===== config.mk =====
export PLATFORM = sky130hd
export DESIGN_NAME = scff_ctrl
export DESIGN_NICKNAME = d
export VERILOG_FILES = /design/src/hdl/scff_pkg.sv /design/src/hdl/scff_ctrl.sv
export SDC_FILE = /design/constraint.sdc
export NUM_CORES = 1
export LEC_CHECK = 0
export BUFFER_PORTS_ARGS = -buffer_cell sky130_fd_sc_hd__buf_2
export CAP_MARGIN = 0
export CORE_AREA = 5 5 42 44
export DETAILED_ROUTE_END_ITERATION = 7
export DIE_AREA = 0 0 47 49
export PLACE_DENSITY_LB_ADDON = 0.15
export SYNTH_ARGS = -nofsm -noshare
export SYNTH_HDL_FRONTEND = slang
export SYNTH_SLANG_ARGS = --single-unit
export TNS_END_PERCENT = 20

===== constraint.sdc =====
create_clock -name clk -period 1.25 [get_ports clk]
set_input_delay 0.1875 -clock clk [delete_from_list [all_inputs] [get_ports clk]]
set_output_delay 0.1875 -clock clk [all_outputs]
set_load 0.01 [all_outputs]

===== src/hdl/scff_pkg.sv =====
// Shared types, widths and codes of the sigma-clipped feature flow block.
package scff_pkg;

    localparam int MAX_FEATURES = 64;
    localparam int IDX_W        = 6;
    localparam int CNT_W        = 7;
    localparam int POS_W        = 18;
    localparam int DISP_W       = 19;
    localparam int DMAG_W       = 18;
    localparam int SUM_W        = 25;
    localparam int SMAG_W       = 24;
    localparam int SQ_W         = 36;
    localparam int QSUM_W       = 42;
    localparam int CQ_W         = 49;
    localparam int VM_W         = 65;
    localparam int BND_W        = 81;
    localparam int ERR_W        = 26;
    localparam int EMAG_W       = 25;
    localparam int ESQ_W        = 50;
    localparam int MULT_W       = 16;
    localparam int CFG_W        = 16;
    localparam int QUAL_W       = 8;
    localparam int DIV_N_W      = 24;
    localparam int DIV_D_W      = 8;
    localparam int DIV_S_W      = 5;
    localparam int FLOW_LIMIT   = 262143;

    // tracker status codes
    localparam logic [1:0] ST_LOST   = 2'd0;
    localparam logic [1:0] ST_ACTIVE = 2'd1;
    localparam logic [1:0] ST_NEW    = 2'd2;

    // configuration register indexes
    localparam logic CFG_FEATURES_USED = 1'b0;
    localparam logic CFG_CONF_MULT     = 1'b1;

    // datapath operations
    localparam logic [4:0] OP_NONE = 5'd0;
    localparam logic [4:0] OP_TAKE = 5'd1;
    localparam logic [4:0] OP_DIFF = 5'd2;
    localparam logic [4:0] OP_SQ   = 5'd3;
    localparam logic [4:0] OP_ACC  = 5'd4;
    localparam logic [4:0] OP_VAR0 = 5'd5;
    localparam logic [4:0] OP_VAR1 = 5'd6;
    localparam logic [4:0] OP_VAR2 = 5'd7;
    localparam logic [4:0] OP_VAR3 = 5'd8;
    localparam logic [4:0] OP_PRD  = 5'd9;
    localparam logic [4:0] OP_PERR = 5'd10;
    localparam logic [4:0] OP_PSQ  = 5'd11;
    localparam logic [4:0] OP_PCMP = 5'd12;
    localparam logic [4:0] OP_DIVX = 5'd13;
    localparam logic [4:0] OP_DIVY = 5'd14;
    localparam logic [4:0] OP_DIVQ = 5'd15;
    localparam logic [4:0] OP_OUT  = 5'd16;

    // divider result destinations
    localparam logic [1:0] DSEL_X = 2'd0;
    localparam logic [1:0] DSEL_Y = 2'd1;
    localparam logic [1:0] DSEL_Q = 2'd2;

    typedef struct packed {
        logic [4:0] op;
    } cmd_t;

    typedef struct packed {
        logic skip;
        logic last;
        logic pass_done;
        logic div_done;
        logic out_busy;
    } status_t;

endpackage


===== src/hdl/scff_ctrl.sv =====
// Controller: sequences intake, bound computation, clipping pass and divisions.
module scff_ctrl
(
    input  logic              clk,
    input  logic              rst_n,
    input  logic              in_valid,
    output logic              in_ready,
    input  scff_pkg::status_t sts,
    output scff_pkg::cmd_t    cmd
);

    localparam logic [4:0] S_IDLE = 5'd0;
    localparam logic [4:0] S_CHK  = 5'd1;
    localparam logic [4:0] S_SQ   = 5'd2;
    localparam logic [4:0] S_ACC  = 5'd3;
    localparam logic [4:0] S_V0   = 5'd4;
    localparam logic [4:0] S_V1   = 5'd5;
    localparam logic [4:0] S_V2   = 5'd6;
    localparam logic [4:0] S_V3   = 5'd7;
    localparam logic [4:0] S_PRD  = 5'd8;
    localparam logic [4:0] S_PERR = 5'd9;
    localparam logic [4:0] S_PSQ  = 5'd10;
    localparam logic [4:0] S_PCMP = 5'd11;
    localparam logic [4:0] S_DX   = 5'd12;
    localparam logic [4:0] S_WX   = 5'd13;
    localparam logic [4:0] S_DY   = 5'd14;
    localparam logic [4:0] S_WY   = 5'd15;
    localparam logic [4:0] S_DQ   = 5'd16;
    localparam logic [4:0] S_WQ   = 5'd17;
    localparam logic [4:0] S_OUT  = 5'd18;

    logic [4:0] state_reg;
    logic [4:0] state_next;

    always_comb
    begin
        state_next = state_reg;
        cmd.op     = scff_pkg::OP_NONE;
        in_ready   = 1'b0;
        case (state_reg)
            S_IDLE:
            begin
                in_ready = 1'b1;
                if (in_valid)
                begin
                    cmd.op     = scff_pkg::OP_TAKE;
                    state_next = S_CHK;
                end
            end
            S_CHK:
            begin
                if (sts.skip)
                begin
                    state_next = sts.last ? S_V0 : S_IDLE;
                end
                else
                begin
                    cmd.op     = scff_pkg::OP_DIFF;
                    state_next = S_SQ;
                end
            end
            S_SQ:
            begin
                cmd.op     = scff_pkg::OP_SQ;
                state_next = S_ACC;
            end
            S_ACC:
            begin
                cmd.op     = scff_pkg::OP_ACC;
                state_next = sts.last ? S_V0 : S_IDLE;
            end
            S_V0:
            begin
                cmd.op     = scff_pkg::OP_VAR0;
                state_next = S_V1;
            end
            S_V1:
            begin
                cmd.op     = scff_pkg::OP_VAR1;
                state_next = S_V2;
            end
            S_V2:
            begin
                cmd.op     = scff_pkg::OP_VAR2;
                state_next = S_V3;
            end
            S_V3:
            begin
                cmd.op     = scff_pkg::OP_VAR3;
                state_next = S_PRD;
            end
            S_PRD:
            begin
                cmd.op     = scff_pkg::OP_PRD;
                state_next = S_PERR;
            end
            S_PERR:
            begin
                cmd.op     = scff_pkg::OP_PERR;
                state_next = S_PSQ;
            end
            S_PSQ:
            begin
                cmd.op     = scff_pkg::OP_PSQ;
                state_next = S_PCMP;
            end
            S_PCMP:
            begin
                cmd.op     = scff_pkg::OP_PCMP;
                state_next = sts.pass_done ? S_DX : S_PRD;
            end
            S_DX:
            begin
                cmd.op     = scff_pkg::OP_DIVX;
                state_next = S_WX;
            end
            S_WX:
            begin
                if (sts.div_done)
                begin
                    state_next = S_DY;
                end
            end
            S_DY:
            begin
                cmd.op     = scff_pkg::OP_DIVY;
                state_next = S_WY;
            end
            S_WY:
            begin
                if (sts.div_done)
                begin
                    state_next = S_DQ;
                end
            end
            S_DQ:
            begin
                cmd.op     = scff_pkg::OP_DIVQ;
                state_next = S_WQ;
            end
            S_WQ:
            begin
                if (sts.div_done)
                begin
                    state_next = S_OUT;
                end
            end
            S_OUT:
            begin
                if (!sts.out_busy)
                begin
                    cmd.op     = scff_pkg::OP_OUT;
                    state_next = S_IDLE;
                end
            end
            default:
            begin
                state_next = S_IDLE;
            end
        endcase
    end

    always_ff @(posedge clk or negedge rst_n)
    begin
        if (!rst_n)
        begin
            state_reg <= S_IDLE;
        end
        else
        begin
            state_reg <= state_next;
        end
    end

endmodule


Word level (Yosys, flattened, before mapping)
Cells that the tools add are included.
{ "totals": {"reg_bits": 5, "latch_bits": 0, "mem_bits_rw": 0, "rom_bits": 0, "in_bits": 8, "wordCells": 40, "memories": 0} }
{ "classes": {"addsub": 0, "mul": 0, "div_mod_pow": 0, "order_cmp": 0, "n_eq_ne": 23, "shifts": 0, "mux": 14, "bitwise": 0, "n_reduce_logical": 2} }
{ "ops": {"columns": ["operator", "n"], "rows": [
  ["$pmux W5 S19", 1],
  ["$pmux W5 S16", 1],
  ["$eq A5 B4 Y1 const B", 8],
  ["$mux W5", 6],
  ["$eq A5 B3 Y1 const B", 4],
  ["$eq A5 B5 Y1 const B", 3],
  ["$eq A5 B2 Y1 const B", 2],
  ["$ne A2 B2 Y1 const B", 5],
  ["$mux W3", 3],
  ["$eq A5 B1 Y1 const B", 1],
  ["$logic_not A5 Y1", 1],
  ["$reduce_and A5 Y1", 1],
  ["$mux W1", 2],
  ["$mux W2", 1]
]} }

Logic depth before layout (Yosys ltp)
{ "depth": {"ltp_word": 3, "mapped_depth": 6, "depth_no_buf": 4} }

Least setup slack after synthesis
Ideal clock, no wire load.
{ "synth_path": {"path_kind": "register -> output", "startpoint": "register state_reg[2]", "endpoint": "output port cmd[0] (netlist name)", "t_arrival_ns": 1.285, "required_ns": 1.062, "path_slack_ns": -0.222, "path_stages_with_launch": 5, "path_buffers": 1, "path_cell_list": "dfrtp_1 buf_2 inv_2 a21oi_1 a2111oi_1"} }
{ "synth_rtl": {"columns": ["item", "line_no", "source"], "rows": [
  ["start: declaration", "scff_ctrl.sv:32", "logic [4:0] state_reg;"],
  ["start signal: assignment", "scff_ctrl.sv:171", "state_reg <= state_next;"],
  ["end: declaration", "scff_ctrl.sv:9", "output scff_pkg::cmd_t cmd"]
]} }

Final worst setup path
{ "layout_path": {"startpoint": "register state_reg[3]", "endpoint": "register state_reg[1]"} }
{ "layout_between": {"elab_chain_cells": 3, "word_cells_on_any_way": 26} }
{ "layout_lines": {"columns": ["item", "line_no", "source"], "rows": [
  ["$eq A5 B4 Y1, or another cell as far along", "scff_ctrl.sv:40", "case (state_reg)"],
  ["$ne A2 B2 Y1 (no source line)", null, null],
  ["$reduce_and A5 Y1 (no source line)", null, null]
]} }
Parallel ways exist; a longest one is shown, timed or not.
A chain may end at the register's enable or synchronous reset.

==> metrics <==
number of max-capacitance violations reported 0; Yosys top cell area share 0.217; Tightest Pin Transition 0.339 ns; relative contribution of combinational cells to total power 0.781; net count of the mapped netlist 80; number of global-route vias before repair around 680; fraction of synthesis flops using an asynchronous set or reset pin 1.00; Post-synth EDFFs 0; via count ~750; Root Buffer Master clkbuf_4; most frequent cells after synthesis nor2_1, nand2_1, dfrtp_1, o21ai_1; IO Pins 14; largest family of logic cells by synthesized area simple AND/OR/NAND/NOR gates; multiplexer share of the synthesized area 0.0174; Arr. time, crit path 1.84 ns; final wirelength approximately 2100 µm; maximum net fanout on the critical path 7; post-DR vias/cell 5.72; cell count after synthesis between 70 and 80; Seq pwr share 0.155; fraction of layout instances using a drive strength above 1 0.652; Mean Syn Cell Area around 8 µm²; leakage power total ~0.44 nW; post-layout net count 124; H-tree lvl count 1; Synthesis Warnings 0; wire length of the first global-routing pass approximately 3000 µm; length of the first detailed-routing pass in iterations 4; power per cell area between 2000 and 3000 nW/µm²; PnR worst setup slack -0.466 ns; run status finished, violations left; number of unique standard cell types used by synthesis 35; post-synthesis share of cell area spent on xor and xnor gates 0; peak supply drop about 1700 µV; cell internal power dissipation roughly 0.0016 W; number of flip-flops in the largest register 5; final cell count without fillers 131; die outline area roughly 2300 µm²; row cnt 14; diodes inserted 0; setup_tns -3.49 ns; overall track demand over capacity in global routing 0.176; count of nets left with antenna violations after detail routing 0; sequential area share after synthesis 0.217; Max Root-Sink Buffers 2; total count of hold-check failures in the final report 0; total DRC errors in the routed layout 0; cell taking the most area after synthesis dfrtp_1; area added between synthesis and finish 73.0%; net switching power 0.00135 W; type of element launching the critical path flop; Cells after DPL between 100 and 150; Hold Worst Slack between 0.2 and 0.3 ns; kind of path behind the tightest hold check input port to flop; pin count of the biggest net entering global routing 13; most used standard cell by instance count after synthesis nor2_1; Tmin final between 1.5 and 2 ns; Final Max Slew Viols 0; insertion delay to the later sink of the worst-skew pair 0.24 ns; relative slew slack 0.772; highest clock frequency the design can meet about 0.6 GHz; part of the cycle the worst path needs 1.37; switching share of total power 0.456; RD Place Congestion 0.775; post-synthesis compound-gate area fraction 0.307; routed wirelength normalized by instance count 15.9 µm; TritonCTS Buffers 3; clk_skew 0.00105 ns; power share of the clock group 0.064; total gr overflow 0; die height between 40 and 50 µm; utilization of the core after routing 0.711; starting density of the core 0.411; required time worst endpoint ~1.4 ns; floorplan die width 47 µm; CTS sink cnt 5; most area-consuming cells after synthesis dfrtp_1, buf_6, nor2_1, o21ai_1, o31ai_2; clock tree from TritonCTS yes; post-synthesis simple-gate area fraction 0.324; initial antenna violation count 0; DRT iter0 DRCs 16; cell area after synthesis roughly 580 µm²; classification of the worst setup path flop to flop; reg2reg path depth 7; violations in the final reports negative setup slack; RSZ-0062 raised after global routing true; final setup fails 10; Hold Crit Depth 3; sequential cell area about 130 µm²; multi-input logic area about 470 µm²; critical path endpoint category flop; Detail Placement HPWL around 1300 µm; count of state elements after synthesis 5; core area 1400 µm²; top_reg_cell synth dfrtp_1; Clock Pin Slew Worst Setup and Hold Paths roughly 0.040 ns; share of synthesized cell area in full adder, half adder and majority cells 0; number of port buffers 13; Layout fillers ~120
-- stage by stage --
stage               setup slack (ns)  cell area, µm²  total power, W
floorplan                    -0.0654             616         0.00160
global placement              -0.285             813         0.00225
detailed placement            -0.272             813         0.00228
CTS                           -0.391             891         0.00262
global route                  -0.526             996         0.00317
finish                        -0.466             996         0.00296
-- power groups by stage --
stage	Clock [W]	Combinational [W]	Sequential, W
2_1_floorplan	0	0.00127	0.000333
3_3_place_gp	0	0.00180	0.000452
3_5_place_dp	0	0.00182	0.000456
4_1_cts	0.000190	0.00197	0.000458
5_1_grt	0.000201	0.00250	0.000473
6_report	0.000189	0.00231	0.000457
-- cell usage in the layout (no fill, tap or decap), types with 2 or more instances in the layout --
master / instances
o21ai_4: 2
nor2_1: 7
nand2_1: 5
clkbuf_4: 3
nor4_2: 2
a31oi_1: 2
buf_4: 27
inv_2: 2
a21oi_1: 3
o31ai_2: 2
nand3_1: 4
dfrtp_2: 5
nor3_1: 2
buf_2: 13
o21ai_1: 5
buf_6: 3
-- metal layers --
metal	vias to the layer above	wire, µm	GRT usage	part of all wire
li1	358	-	-	-
met1	357	873	0.215	0.42
met2	28	1060	0.271	0.51
met3	6	112	0.0590	0.054
met4	0	42	0.0737	0.020
met5	-	0	0	0
-- area by class of cell --
cell class,instances,area share
clock buffer,4,0.0264
inverter,3,0.0138
sequential,5,0.132
timing repair buffer,46,0.338
tap,16,0.0201
multi-input combinational,57,0.470
-- timing repair --
| item | in CTS | in global routing |
|---|---|---|
| setup endpoints to repair | 11 | 10 |
| pin swaps | 3 | 5 |
| resized for setup | 11 | 11 |
| hold buffers | 1 | 0 |
| hold endpoints to repair | 5 | 0 |
| setup buffers | 1 | 8 |
-- worst paths after layout --
path | startpoint | to | slack (ns)
min in group asynchronous | rst_n | state_reg[0] | 0.30
max | state_reg[3] | state_reg[1] | -0.47
max reg2reg | state_reg[3] | state_reg[1] | -0.47
min reg2reg | state_reg[3] | state_reg[0] | 0.71
max in group asynchronous | rst_n | state_reg[4] | 0.80
min | sts[1] | state_reg[2] | 0.28
-- kinds of logic after synthesis --
logic type	count (synthesis)
compound gates	24
flops	5
simple gates	32
buf+inv	10
mux	1
-- worst max-delay path, cell delays in order, from the launching register on --
cell and delay, ns:
dfrtp_2 0.43, buf_12 0.14, buf_2 0.15, buf_4 0.14, nor4b_4 0.34, o21ai_4 0.10, a41o_1 0.19, o31a_1 0.10
No activity file was read; power rests on OpenSTA's default activity.
